## src/tdpt_pkg.sv

```systemverilog
// shared widths, command/status bundles and divisor select codes
// for the trial division prime test; no dependencies
`default_nettype none

package tdpt_pkg;

   localparam int VALUE_WIDTH = 32;
   // divisor limit stays below sqrt(2^VALUE_WIDTH) plus one step of 6
   localparam int LIM_WIDTH   = VALUE_WIDTH / 2 + 4;
   localparam int SQ_WIDTH    = VALUE_WIDTH + 4;
   localparam int CNT_WIDTH   = $clog2(VALUE_WIDTH + 1);

   typedef logic [VALUE_WIDTH-1:0] value_type;

   localparam logic [1:0] DSEL_THREE = 2'd0;
   localparam logic [1:0] DSEL_PLUS  = 2'd1;
   localparam logic [1:0] DSEL_MINUS = 2'd2;

   typedef struct packed {
      logic       load;
      logic       step;
      logic       div_start;
      logic [1:0] div_sel;
      logic       put;
      logic       put_bit;
   } cmd_type;

   typedef struct packed {
      logic le_one;
      logic lt_four;
      logic even;
      logic lt_nine;
      logic sq_le_n;
      logic div_done;
      logic rem_zero;
      logic out_free;
   } status_type;

endpackage

`default_nettype wire

```

## src/tdpt_dp.sv

```systemverilog
// datapath: candidate register, 6k limit and its square, bit-serial
// remainder unit and the result register; depends on tdpt_pkg
`default_nettype none

module tdpt_dp (
   input  wire                  clock,
   input  wire                  reset,
   input  tdpt_pkg::cmd_type    cmd,
   output tdpt_pkg::status_type status,
   input  tdpt_pkg::value_type  candidate_value,
   input  wire                  rsp_ready,
   output logic                 rsp_valid,
   output logic                 is_prime
);

   localparam int W  = tdpt_pkg::VALUE_WIDTH;
   localparam int LW = tdpt_pkg::LIM_WIDTH;
   localparam int SW = tdpt_pkg::SQ_WIDTH;
   localparam int CW = tdpt_pkg::CNT_WIDTH;

   logic [W-1:0]  n_ff, n_in;
   logic [LW-1:0] limit_ff, limit_in;
   logic [SW-1:0] sq_ff, sq_in;
   logic [SW-1:0] lim_ext;

   logic [W-1:0]  dvd_ff, dvd_in;
   logic [LW-1:0] dvs_ff, dvs_in;
   logic [LW-1:0] rem_ff, rem_in;
   logic [LW:0]   trial;
   logic [CW-1:0] cnt_ff, cnt_in;
   logic          busy_ff, busy_in;
   logic          done_ff, done_in;

   logic          valid_ff, valid_in;
   logic          prime_ff, prime_in;

   assign lim_ext = SW'(limit_ff);
   assign trial   = {rem_ff, dvd_ff[W-1]};

   always_comb begin
      n_in     = n_ff;
      limit_in = limit_ff;
      sq_in    = sq_ff;
      if (cmd.load) begin
         n_in     = candidate_value;
         limit_in = '0;
         sq_in    = '0;
      end else if (cmd.step) begin
         // (l+6)^2 = l^2 + 12l + 36
         limit_in = limit_ff + LW'(6);
         sq_in    = sq_ff + (lim_ext << 3) + (lim_ext << 2) + SW'(36);
      end
   end

   always_comb begin
      dvd_in  = dvd_ff;
      dvs_in  = dvs_ff;
      rem_in  = rem_ff;
      cnt_in  = cnt_ff;
      busy_in = busy_ff;
      done_in = done_ff;
      if (cmd.div_start) begin
         dvd_in  = n_ff;
         rem_in  = '0;
         cnt_in  = CW'(W);
         busy_in = 1'b1;
         done_in = 1'b0;
         case (cmd.div_sel)
            tdpt_pkg::DSEL_THREE: dvs_in = LW'(3);
            tdpt_pkg::DSEL_PLUS:  dvs_in = limit_ff + LW'(1);
            tdpt_pkg::DSEL_MINUS: dvs_in = limit_ff - LW'(1);
            default:              dvs_in = LW'(3);
         endcase
      end else if (busy_ff) begin
         // one quotient bit per cycle, restoring form
         dvd_in = dvd_ff << 1;
         if (trial >= {1'b0, dvs_ff}) begin
            rem_in = LW'(trial - {1'b0, dvs_ff});
         end else begin
            rem_in = trial[LW-1:0];
         end
         cnt_in = cnt_ff - CW'(1);
         if (cnt_ff == CW'(1)) begin
            busy_in = 1'b0;
            done_in = 1'b1;
         end
      end
   end

   always_comb begin
      valid_in = valid_ff;
      prime_in = prime_ff;
      if (cmd.put) begin
         valid_in = 1'b1;
         prime_in = cmd.put_bit;
      end else if (rsp_ready) begin
         valid_in = 1'b0;
      end
   end

   always_ff @(posedge clock) begin
      n_ff     <= n_in;
      limit_ff <= limit_in;
      sq_ff    <= sq_in;
      dvd_ff   <= dvd_in;
      dvs_ff   <= dvs_in;
      rem_ff   <= rem_in;
      cnt_ff   <= cnt_in;
      prime_ff <= prime_in;
      if (reset) begin
         busy_ff  <= 1'b0;
         done_ff  <= 1'b0;
         valid_ff <= 1'b0;
      end else begin
         busy_ff  <= busy_in;
         done_ff  <= done_in;
         valid_ff <= valid_in;
      end
   end

   always_comb begin
      status.le_one   = (n_ff <= W'(1));
      status.lt_four  = (n_ff < W'(4));
      status.even     = ~n_ff[0];
      status.lt_nine  = (n_ff < W'(9));
      status.sq_le_n  = (sq_ff <= SW'(n_ff));
      status.div_done = done_ff;
      status.rem_zero = (rem_ff == '0);
      status.out_free = ~valid_ff | rsp_ready;
   end

   assign rsp_valid = valid_ff;
   assign is_prime  = prime_ff;

endmodule

`default_nettype wire

```

## config.mk

```make
export PLATFORM = sky130hd
export DESIGN_NAME = tdpt_dp
export DESIGN_NICKNAME = d
export VERILOG_FILES = /design/src/tdpt_pkg.sv /design/src/tdpt_dp.sv
export SDC_FILE = /design/constraint.sdc
export NUM_CORES = 1
export LEC_CHECK = 0
export CAP_MARGIN = 20
export CELL_PAD_IN_SITES_DETAIL_PLACEMENT = 1
export CELL_PAD_IN_SITES_GLOBAL_PLACEMENT = 1
export CORE_UTILIZATION = 55
export DETAILED_ROUTE_END_ITERATION = 7
export DONT_BUFFER_PORTS = 1
export PLACE_DENSITY_LB_ADDON = 0.1
export SYNTH_ARGS = -nofsm -noshare
export SYNTH_HDL_FRONTEND = slang
export SYNTH_SLANG_ARGS = --single-unit
```

## constraint.sdc

```tcl
create_clock -name clock -period 8.65 [get_ports clock]
set_input_delay 1.2975 -clock clock [delete_from_list [all_inputs] [get_ports clock]]
set_output_delay 1.2975 -clock clock [all_outputs]
set_load 0.03 [all_outputs]
```

==> key figures <==
Setup path
  • Worst setup EP type: output pin
  • Reg-to-reg endpoint: sq_ff[23]$_SDFFE_PP0P_
  • CP bufs+invs: 1
  • WS Path Type: flip-flop to output pin
  • CP peak stage delay: 410 ps
  • CP Max Fanout: 3
  • Worst path most repeated cell: a21o_1
  • Critical path's top delay family: compound AO/OA/AOI/OAI gates
  • Crit path DAT: 3050 ps
  • Worst Setup SP: n_ff[13]$_DFFE_PP_
  • Startpoint Class: flip-flop
  • R2r startpoint: limit_ff[1]$_SDFFE_PP0P_
  • Reg2Reg Setup Slack: 4600 ps
  • Crit path cell chain: inv_1 -> ha_1 -> a21o_1 -> a21o_1 -> a211oi_1 -> o21bai_1 -> a21o_1 -> a221oi_1 -> o221ai_1 -> o21ai_0
  • Slowest CP cell: edfxtp_1
  • CP required: 7350 ps
  • Worst r2r path cells: 13

Routing
  • Detail-routed via count per cell: 6.03
  • DR vias: 8930
  • Drt total wl: 29.9 mm
  • Post-route DRC violation count: 0
  • Routed Antenna Nets: 0
  • First DRT Iteration DRCs: 434
  • Pre-antenna DRT Iters: 4
  • DR WL/cell: 20.2 um

Placement
  • I/O Buffers: 0
  • RePlAce Congestion: 0.881
  • Dpl cell area: 0.0117 mm2
  • DP Worst Slack: 4110 ps
  • HPWL after detailed placement: 21.4 mm

Yosys
  • Syn_nets: 1407
  • Number of synthesized flops with an enable pin: 84
  • Post-synthesis sequential area ratio: 0.362
  • Synth unique cells: 78
  • Async set-reset flop share out of synthesis: 0
  • Syn Area/Cell: 9.49 um2
  • Main synth FF type: edfxtp_1
  • #FFs+latches synth: 166
  • Synth Warn #: 0
  • Mapped Cells: 1211
  • Synthesized cell area: 0.0115 mm2

Timing
  • Fmax: 230 MHz
  • RSZ-0062 raised after global routing: no
  • Worst setup margin: 4300 ps
  • Final Cycle Share: 0.503
  • Worst Skew: 11.8 ps
  • Final setup viols: 0
  • Post-route minimum period: 4350 ps
  • Setup TNS: 0 ps
  • Hold Violations, Final: 0
  • Worst-margin pin slew: 976 ps
  • Rel. slew slack: 0.343
  • Slew Limit Fails: 0

Clock network
  • Htree depth: 4
  • Setup bufs post-CTS: 0
  • Clk slew on worst S/H paths: 70 ps
  • CTS hold repair buffers: 0
  • CTS tree: built
  • Clock net sink count: 166
  • Worst skew pair latency: 450 ps
  • Clock Tree Root: clkbuf_16
  • Num CTS Buffers: 17
  • PostCTS Resize Cnt: 0
  • Clock Path Buffers: 2

Cells and area
  • Area occupied by multi-input gates: 0.00665 mm2
  • Share of layout cells above drive strength 1: 0.0760
  • Number of nets in the layout: 1394
  • # fillers: 2282
  • Final Instance Area: 0.0123 mm2
  • ANT cells: 0
  • Area Growth Syn to Fin: 7.07%
  • Register Area: 0.00416 mm2

GRT
  • Largest net degree at the start of global routing: 100
  • First-pass GRT wire length: 48.4 mm
  • GRT Total Usage: 0.287
  • Overflow after GRT: 0
  • Initial antenna violation count: 0
  • Vias in the first global route: 9236

Floorplan
  • Die Wd: 147 um
  • Core ar.: 0.0204 mm2
  • Io pins: 52
  • Die Area: 0.0215 mm2
  • Core Rows: 52
  • Die height: 147 um
  • Initial cell density of the core: 0.564

Min path
  • Min-Delay Path Depth: 2
  • Min-Delay Path Class: flip-flop to flip-flop
  • Hold path startpoint: sq_ff[35]$_SDFFE_PP0P_
  • WHS Endpoint: sq_ff[35]$_SDFFE_PP0P_

Power and ir drop
  • Design Power: 2.08 mW
  • PwrDens: 169 mW/mm2
  • Leak: 5.36 nW
  • Peak supply drop: 0.131 mV

Outcome
  • Outcome: finished clean

Run
  • Max Cap Viol: 0
-- how the worst max path moves through the flow --
stage | endpoint | slack (ps) | cells after the start
final | status[3] | 4300 | 10
after global placement | dvs_ff[17]$_SDFFCE_PN0P_ | 4200 | 11
after floorplan | dvs_ff[17]$_SDFFCE_PN0P_ | 4520 | 13
after CTS | status[3] | 4290 | 10
after detailed placement | dvs_ff[17]$_SDFFCE_PN0P_ | 4110 | 11
after global routing | status[3] | 4140 | 10
-- layer usage --
| layer | global-route usage | vias up | wire, um |
|---|---|---|---|
| li1 | - | 4270 | - |
| met1 | 0.368 | 4454 | 13400 |
| met2 | 0.495 | 168 | 14900 |
| met3 | 0.0447 | 38 | 1200 |
| met4 | 0.0901 | 0 | 444 |
| met5 | 0 | - | 0 |
-- worst reg2reg max path, cell delays in order, from the launching register on --
cell      delay, ps
dfxtp_1         480
inv_1           130
fa_1            420
inv_1            80
fa_1            440
ha_1            300
a21oi_1         240
o22ai_1         170
o211ai_1        290
a21oi_1         200
o41ai_1         680
o21ai_0         200
xnor2_1         200
o21ai_0          90
-- layout by cell type (no fill, tap or decap), types with 9 or more instances in the layout --
master | synthesis | routed
nor2_1 | 116 | 116
ha_1 | 133 | 133
nor2b_1 | 14 | 14
o21a_1 | 10 | 10
nor4_1 | 18 | 18
o211ai_1 | 13 | 13
a311oi_1 | 11 | 11
inv_1 | 135 | 135
a21o_1 | 23 | 23
clkbuf_16 | 0 | 17
nand2_1 | 85 | 85
a211oi_1 | 15 | 15
o21ai_0 | 48 | 48
dfxtp_1 | 82 | 82
mux2_2 | 31 | 31
nand4_1 | 18 | 18
nor3_1 | 18 | 18
xor2_1 | 20 | 20
and3_1 | 9 | 9
mux2i_1 | 13 | 13
edfxtp_1 | 84 | 84
nand3_1 | 19 | 19
xnor2_1 | 46 | 46
nand2b_1 | 17 | 17
a21oi_1 | 66 | 66
fa_1 | 21 | 21
-- cell usage after synthesis (all sizes together) (7+ instances only) --
cell type / n / share of area
inv: 135 / 0.044
ha: 133 / 0.14
nor2: 118 / 0.039
nand2: 85 / 0.028
edfxtp: 84 / 0.22
dfxtp: 82 / 0.14
a21oi: 67 / 0.030
o21ai: 53 / 0.023
xnor2: 46 / 0.035
mux2: 31 / 0.030
a21o: 25 / 0.017
clkbuf: 22 / 0.0073
fa: 21 / 0.037
xor2: 20 / 0.015
nand3: 19 / 0.0083
nand4: 18 / 0.0098
nor3: 18 / 0.0078
nor4: 18 / 0.0098
a211oi: 17 / 0.013
nand2b: 17 / 0.0093
nor2b: 16 / 0.010
buf: 14 / 0.0071
mux2i: 13 / 0.011
o211ai: 13 / 0.0085
a311oi: 11 / 0.0084
o21a: 10 / 0.0065
a31oi: 9 / 0.0075
and3: 9 / 0.0049
or3: 9 / 0.0053
nor3b: 8 / 0.0052
a221oi: 7 / 0.0059
or4: 7 / 0.0049
-- layout make-up --
cell class / count / area share
timing repair buffer: 4 / 0.00244
clock inverter: 15 / 0.0150
sequential: 166 / 0.339
tap: 270 / 0.0275
multi-input combinational: 874 / 0.541
inverter: 135 / 0.0412
clock buffer: 17 / 0.0346
-- registers in the layout (all words and copies together) (netlist names), 6 cells and up --
| name | flops |
|---|---|
| n_ff | 32 |
| dvd_ff | 32 |
| sq_ff | 34 |
| dvs_ff | 19 |
| limit_ff | 19 |
| rem_ff | 20 |
| cnt_ff | 6 |
-- metrics by stage --
stage	utilization	hold WS (ps)	cells
2_1_floorplan	-	441	1211
3_3_place_gp	0.574	462	1449
3_5_place_dp	0.574	494	1449
4_1_cts	0.604	505	1481
5_1_grt	0.604	538	1481
6_report	0.604	496	1481
-- kinds of logic (layout without fill, tap and decap cells) --
logic type	count (synthesis)	in the layout	synth area share
adders and majority gates	154	154	0.181
buffers and inverters	171	171	0.0585
DFF	166	166	0.362
muxes	44	44	0.0417
AOI/OAI and AO/OA	250	250	0.151
xor gates and xnor gates	66	66	0.0503
and+or+nand+nor	360	360	0.155
-- where the power goes --
part / switching, mW / leakage (nW) / internal [mW]
registers: 0.0504 / 1.51 / 0.891
clock network: 0.385 / 0.292 / 0.390
logic: 0.210 / 3.57 / 0.156
Note: power is estimated with default switching activity, not from simulation.
